<file path="src/rtl/pbn_pkg.sv">
package pbn_pkg;

    localparam int TEX_ADDR_BITS   = 16;
    localparam int COORD_FRAC_BITS = 16;

    localparam int APB_ADDR_W = 6;
    localparam int APB_DATA_W = 64;
    localparam int REG_IDX_W  = 3;

    localparam int DIM_W    = 13;
    localparam int STRIDE_W = 17;
    localparam int BPT_W    = 3;
    localparam int T_W      = 50;
    localparam int ROW_T_W  = DIM_W + STRIDE_W;
    localparam int COL_T_W  = DIM_W + BPT_W;
    localparam int SUM_W    = ROW_T_W + 1;

    localparam int Q_DEPTH = 16;

    typedef struct packed {
        logic [63:0]         x_lo;
        logic [63:0]         x_hi;
        logic [63:0]         z_lo;
        logic [63:0]         z_hi;
        logic [DIM_W-1:0]    tex_width;
        logic [DIM_W-1:0]    tex_height;
        logic [STRIDE_W-1:0] row_stride;
        logic [BPT_W-1:0]    bytes_per_texel;
    } cfg_t;

    localparam cfg_t CFG_RESET = '{
        x_lo:            64'h0000_0001_0000_0000,
        x_hi:            64'h0,
        z_lo:            64'h0,
        z_hi:            64'h0000_0000_0001_0000,
        tex_width:       13'd1,
        tex_height:      13'd1,
        row_stride:      17'd1,
        bytes_per_texel: 3'd1
    };

    typedef struct packed {
        logic               qry;
        logic [15:0]        ld_addr;
        logic [7:0]         ld_byte;
        logic signed [31:0] px;
        logic signed [31:0] py;
        logic signed [31:0] pz;
    } in_item_t;

    typedef struct packed {
        logic        vld;
        logic        qry;
        logic [15:0] ld_addr;
        logic [7:0]  ld_byte;
    } meta_t;

    typedef struct packed {
        meta_t              meta;
        logic [15:0]        u16;
        logic [15:0]        v16;
        logic [ROW_T_W-1:0] row_term;
        logic [COL_T_W-1:0] col_term;
    } xf_out_t;

    typedef struct packed {
        logic        vld;
        logic [15:0] u16;
        logic [15:0] v16;
        logic [15:0] texel_addr;
        logic        err;
        logic [7:0]  texel;
    } st_out_t;

    typedef struct packed {
        logic [15:0] normal_x;
        logic [14:0] normal_y;
        logic [15:0] normal_z;
        logic [15:0] height_val;
        logic [15:0] u_coord;
        logic [15:0] v_coord;
        logic [15:0] texel_addr;
        logic        addr_error;
    } res_t;

    typedef logic [255:0][15:0] tab16_t;
    typedef logic [255:0][14:0] tab15_t;
    typedef logic [255:0][2:0]  mod5_tab_t;

    function automatic logic [15:0] norm_comp(input longint unsigned a,
                                              input longint unsigned s);
        longint unsigned lo;
        longint unsigned hi;
        longint unsigned t;
        longint unsigned tt;
        longint unsigned mid;
        longint unsigned o;
        lo = 0;
        hi = 32768;
        t  = 2 * a * 32768;
        tt = t * t;
        for (int k = 0; k < 17; k++) begin
            if (lo < hi) begin
                mid = (lo + hi + 1) / 2;
                o   = 2 * mid - 1;
                if (o * o * s <= tt) begin
                    lo = mid;
                end else begin
                    hi = mid - 1;
                end
            end
        end
        return (lo > 32767) ? 16'd32767 : 16'(lo);
    endfunction

    function automatic longint unsigned abs_d(input int c);
        return (c >= 128) ? longint'(2 * c - 255) : longint'(255 - 2 * c);
    endfunction

    function automatic tab16_t build_nx();
        tab16_t          tab;
        longint unsigned ad;
        logic [15:0]     n;
        for (int c = 0; c < 256; c++) begin
            ad = abs_d(c);
            n  = norm_comp(ad, 2 * ad * ad + 65025);
            tab[c] = (c >= 128) ? n : 16'(~n + 16'd1);
        end
        return tab;
    endfunction

    function automatic tab15_t build_ny();
        tab15_t          tab;
        longint unsigned ad;
        logic [15:0]     n;
        for (int c = 0; c < 256; c++) begin
            ad = abs_d(c);
            n  = norm_comp(255, 2 * ad * ad + 65025);
            tab[c] = n[14:0];
        end
        return tab;
    endfunction

    function automatic tab16_t build_hv();
        tab16_t          tab;
        longint unsigned ad;
        longint unsigned h;
        for (int c = 0; c < 256; c++) begin
            ad = abs_d(c);
            h  = (ad * 65536 + 255) / 510;
            if (c >= 128) begin
                tab[c] = (h > 32767) ? 16'd32767 : 16'(h);
            end else begin
                tab[c] = 16'(65536 - h);
            end
        end
        return tab;
    endfunction

    function automatic mod5_tab_t build_mod5();
        mod5_tab_t tab;
        for (int i = 0; i < 256; i++) begin
            tab[i] = 3'(i % 5);
        end
        return tab;
    endfunction

    localparam tab16_t    NX_TAB   = build_nx();
    localparam tab15_t    NY_TAB   = build_ny();
    localparam tab16_t    HV_TAB   = build_hv();
    localparam mod5_tab_t MOD5_TAB = build_mod5();

endpackage

</file>
<file path="src/rtl/pbn_regs.sv">
module pbn_regs (
    input  logic                           aclk,
    input  logic                           aresetn,
    input  logic                           psel,
    input  logic                           penable,
    input  logic                           pwrite,
    input  logic [pbn_pkg::APB_ADDR_W-1:0] paddr,
    input  logic [pbn_pkg::APB_DATA_W-1:0] pwdata,
    output logic [pbn_pkg::APB_DATA_W-1:0] prdata,
    output logic                           pready,
    output pbn_pkg::cfg_t                  cfg
);
    import pbn_pkg::*;

    localparam logic [REG_IDX_W-1:0] REG_X_LO   = 3'd0;
    localparam logic [REG_IDX_W-1:0] REG_X_HI   = 3'd1;
    localparam logic [REG_IDX_W-1:0] REG_Z_LO   = 3'd2;
    localparam logic [REG_IDX_W-1:0] REG_Z_HI   = 3'd3;
    localparam logic [REG_IDX_W-1:0] REG_WIDTH  = 3'd4;
    localparam logic [REG_IDX_W-1:0] REG_HEIGHT = 3'd5;
    localparam logic [REG_IDX_W-1:0] REG_STRIDE = 3'd6;
    localparam logic [REG_IDX_W-1:0] REG_BPT    = 3'd7;

    cfg_t                 cfg_reg;
    cfg_t                 cfg_next;
    logic [REG_IDX_W-1:0] reg_idx;
    logic                 wr_en;

    assign reg_idx = paddr[APB_ADDR_W-1:3];
    assign wr_en   = psel && penable && pwrite;
    assign pready  = 1'b1;
    assign cfg     = cfg_reg;

    always_comb begin
        cfg_next = cfg_reg;
        if (wr_en) begin
            unique case (reg_idx)
                REG_X_LO:   cfg_next.x_lo            = pwdata;
                REG_X_HI:   cfg_next.x_hi            = pwdata;
                REG_Z_LO:   cfg_next.z_lo            = pwdata;
                REG_Z_HI:   cfg_next.z_hi            = pwdata;
                REG_WIDTH:  cfg_next.tex_width       = pwdata[DIM_W-1:0];
                REG_HEIGHT: cfg_next.tex_height      = pwdata[DIM_W-1:0];
                REG_STRIDE: cfg_next.row_stride      = pwdata[STRIDE_W-1:0];
                REG_BPT:    cfg_next.bytes_per_texel = pwdata[BPT_W-1:0];
                default:    cfg_next = cfg_reg;
            endcase
        end
    end

    always_comb begin
        unique case (reg_idx)
            REG_X_LO:   prdata = cfg_reg.x_lo;
            REG_X_HI:   prdata = cfg_reg.x_hi;
            REG_Z_LO:   prdata = cfg_reg.z_lo;
            REG_Z_HI:   prdata = cfg_reg.z_hi;
            REG_WIDTH:  prdata = APB_DATA_W'(cfg_reg.tex_width);
            REG_HEIGHT: prdata = APB_DATA_W'(cfg_reg.tex_height);
            REG_STRIDE: prdata = APB_DATA_W'(cfg_reg.row_stride);
            REG_BPT:    prdata = APB_DATA_W'(cfg_reg.bytes_per_texel);
            default:    prdata = '0;
        endcase
    end

    always_ff @(posedge aclk) begin
        if (!aresetn) begin
            cfg_reg <= CFG_RESET;
        end else begin
            cfg_reg <= cfg_next;
        end
    end

endmodule

</file>
<file path="config.mk">
export PLATFORM = sky130hd
export DESIGN_NAME = pbn_regs
export DESIGN_NICKNAME = d
export VERILOG_FILES = /design/src/rtl/pbn_pkg.sv /design/src/rtl/pbn_regs.sv
export SDC_FILE = /design/constraint.sdc
export NUM_CORES = 1
export LEC_CHECK = 0
export BUFFER_PORTS_ARGS = -buffer_cell sky130_fd_sc_hd__buf_2
export CORE_AREA = 2 2 171 173
export DETAILED_ROUTE_END_ITERATION = 10
export DIE_AREA = 0 0 173 175
export PLACE_DENSITY = 0.87
export REMOVE_ABC_BUFFERS = 1
export SYNTH_ARGS = -nofsm -noshare
export SYNTH_HDL_FRONTEND = slang
export SYNTH_SLANG_ARGS = --single-unit
</file>
<file path="constraint.sdc">
create_clock -name aclk -period 2.85 [get_ports aclk]
set_input_delay 0.285 -clock aclk [delete_from_list [all_inputs] [get_ports aclk]]
set_output_delay 0.285 -clock aclk [all_outputs]
set_load 0.005 [all_outputs]
</file>
==> impl_metrics.env <==
export IMPL_status="finished clean"
export IMPL_synth_cell_types=37
export IMPL_post_cts_buffers=0
export IMPL_yosysWarningCount=0
export IMPL_gr_total_overflow=0
export IMPL_cts_tree="yes"
export IMPL_startpoint_type="primary input"
export IMPL_clockBufferDepth=3
export IMPL_io_pin_count=442
export IMPL_fin_nets=2024
export IMPL_swShare=0.226
export IMPL_clock_sinks=302
export IMPL_post_drt_via_cell_ratio=5.68
export IMPL_setup_tns_final_ns=0
export IMPL_avgSynthCellArea_um2=8.65
export IMPL_skew_ns=0
export IMPL_initial_core_util=0.481
export IMPL_path_clk_slew_ns=0.06
export IMPL_area_growth_pct=25.9
export IMPL_worst_slack_ns=0.643
export IMPL_power_frac_clock=0.478
export IMPL_synth_top_area_frac=0.443
export IMPL_yosys_top_cells_area="dfxtp_1 (44%), nand2_1 (16%), a21boi_0 (8.4%)"
export IMPL_crit_path_end_kind="output pin"
export IMPL_comb_power_share=0.063
export IMPL_clock_fmax_mhz=453
export IMPL_layout_commonest_cell="nand2_1"
export IMPL_drtAntennaViolNets=0
export IMPL_powerDensity_mw_per_mm2=542
export IMPL_synth_area_mm2=0.0137
export IMPL_antenna_found_initial=2
export IMPL_max_slew_margin=0.274
export IMPL_vias=13400
export IMPL_synth_area_mux_share=0.101
export IMPL_cts_root_buf="clkbuf_16"
export IMPL_drt_iter0_markers=1260
export IMPL_synth_xor_area_frac=0
export IMPL_synth_top_family_by_area="simple AND/OR/NAND/NOR gates"
export IMPL_maxCapViolCount=0
export IMPL_period_share=0.774
export IMPL_drive_above_1_share=0.298
export IMPL_synth_simple_area_share=0.212
export IMPL_p_seq_frac=0.460
export IMPL_drt_first_pass_iters=5
export IMPL_synth_fa_ha_area_frac=0
export IMPL_peakVddDrop_uv=420
export IMPL_place_area_mm2=0.0160
export IMPL_internal_power_mw=7.21
export IMPL_clock_latency_ns=0.50
export IMPL_die_area_mm2=0.0303
export IMPL_wire_per_inst_um=19.2
export IMPL_syn_inst=1578
export IMPL_finalInstanceArea_mm2=0.0172
export IMPL_grt_total_usage=0.288
export IMPL_route_detailed_drc=0
export IMPL_n_antenna_cell=0
export IMPL_power_net_switching_mw=2.11
export IMPL_grt_pass1_vias=13100
export IMPL_ys_seq_area_frac=0.443
export IMPL_core_mm2=0.0284
export IMPL_final_cell_mix="nand2_1 (597), buf_2 (433), dfxtp_1 (302)"
export IMPL_die_w_um=173
export IMPL_die_h_um=175
export IMPL_ctsHoldBuffers=0
export IMPL_wirelength_um=45200
export IMPL_grt_pass1_wl_um=70700
export IMPL_critPathArrivalTime_ns=1.92
export IMPL_required_ns=2.57
export IMPL_setup_viol=0
export IMPL_dp_slack_ns=0.643
export IMPL_worst_slew_pin_slew_ns=1.08
export IMPL_crit_chain="buf_4, buf_12, mux2_2, a22o_1, a221oi_1, nor2_1, buf_2"
export IMPL_setup_worst_path_class="in -> out"
export IMPL_synth_seq_cells=302
export IMPL_leakage_nw=7.20
export IMPL_crit_fanout=35
export IMPL_largest_reg_flops=302
export IMPL_hold_viol=0
export IMPL_cts_buffers=34
export IMPL_gp_congestion=0.884
export IMPL_synth_top_cell_by_area="dfxtp_1"
export IMPL_timing_final_crit_period_ns=2.21
export IMPL_post_cts_resized=0
export IMPL_port_buffers=437
export IMPL_max_stage_delay_ns=0.38
export IMPL_rsz0062_at_grt="no"
export IMPL_slowest_stage="mux2_2"
export IMPL_floorplan_rows=62
export IMPL_hpwlAfterDp_um=29100
export IMPL_slew_violations=0
export IMPL_ctsHtreeMaxLevel=2
export IMPL_hold_class="in -> reg"
export IMPL_grt_max_degree=114
export IMPL_synth_compound_area_frac=0.195
## synth_stat cells (all sizes together)
cell and n:
a211oi 1, a21boi 295, a21oi 13, a221oi 7, a22o 6, a22oi 1
a31oi 2, and2b 1, buf 74, clkbuf 54, conb 1, dfxtp 302
inv 9, mux2 3, mux2i 24, mux4 49, nand2 597, nand2b 4
nand3 8, nand4 1, nand4b 1, nor2 28, nor2b 53, nor3 2
o211ai 7, o21ai 17, o21bai 2, o221a 7, o22ai 2, or2 4
or3 3
## final timing paths
| path | to | from | depth (start not counted) | slack [ns] |
|---|---|---|---|---|
| worst max-delay path | prdata[0] | paddr[4] | 7 | 0.64 |
| worst min-delay path | cfg[262]$_SDFFE_PN0P_ | pwdata[24] | 3 | 0.05 |
| worst max register to register | cfg[42]$_SDFFE_PN0P_ | cfg[42]$_SDFFE_PN0P_ | 2 | 2.02 |
| worst min register to register | cfg[238]$_SDFFE_PN0P_ | cfg[238]$_SDFFE_PN0P_ | 2 | 0.47 |
## layer usage
layer  up-vias  part of all wire  track usage
li1       6005                 -            -
met1      6380              0.38        0.349
met2       833              0.48        0.485
met3       165             0.098       0.0622
met4         4             0.044        0.144
met5         -           0.00055            0
## worst max-delay path: cells and delay by family
| family | cells | cell delay (ns) |
|---|---|---|
| AOI/OAI and AO/OA | 2 | 0.41 |
| buffers and inverters | 3 | 0.74 |
| muxes | 1 | 0.38 |
| and+or+nand+nor | 1 | 0.06 |
## cells by family after synthesis
group	Yosys count
simple gates	702
compound gates	360
flops	302
buf+inv	137
mux	76
other cells	1
## cell type report
class / count / area (µm²)
inverters: 9 / 33.8
flip-flops and latches: 302 / 6050
well taps: 384 / 480
clock buffers: 50 / 1030
multi-input cells: 1139 / 6940
clock inverters: 10 / 118
repair buffers: 463 / 2530
fillers: 2323 / 11200
## metrics by stage
| stage | power (mW) | utilization | hold slack (ns) | std cells |
|---|---|---|---|---|
| 2_1_floorplan | 4.57 | - | 0.357 | 1450 |
| 3_3_place_gp | 4.93 | 0.565 | 0.449 | 2297 |
| 3_5_place_dp | 4.94 | 0.565 | 0.457 | 2297 |
| 4_1_cts | 9.35 | 0.605 | 0.0324 | 2357 |
| 5_1_grt | 9.57 | 0.605 | 0.0440 | 2357 |
| 6_report | 9.31 | 0.605 | 0.0505 | 2357 |
## power by group through the flow
stage,registers [mW],logic (mW),clock network (mW)
after floorplan,4.37,0.204,0
after global placement,4.37,0.562,0
after detailed placement,4.37,0.573,0
after CTS,4.28,0.577,4.49
after global routing,4.28,0.624,4.67
final,4.28,0.585,4.45
(Power assumes the default switching activity.)
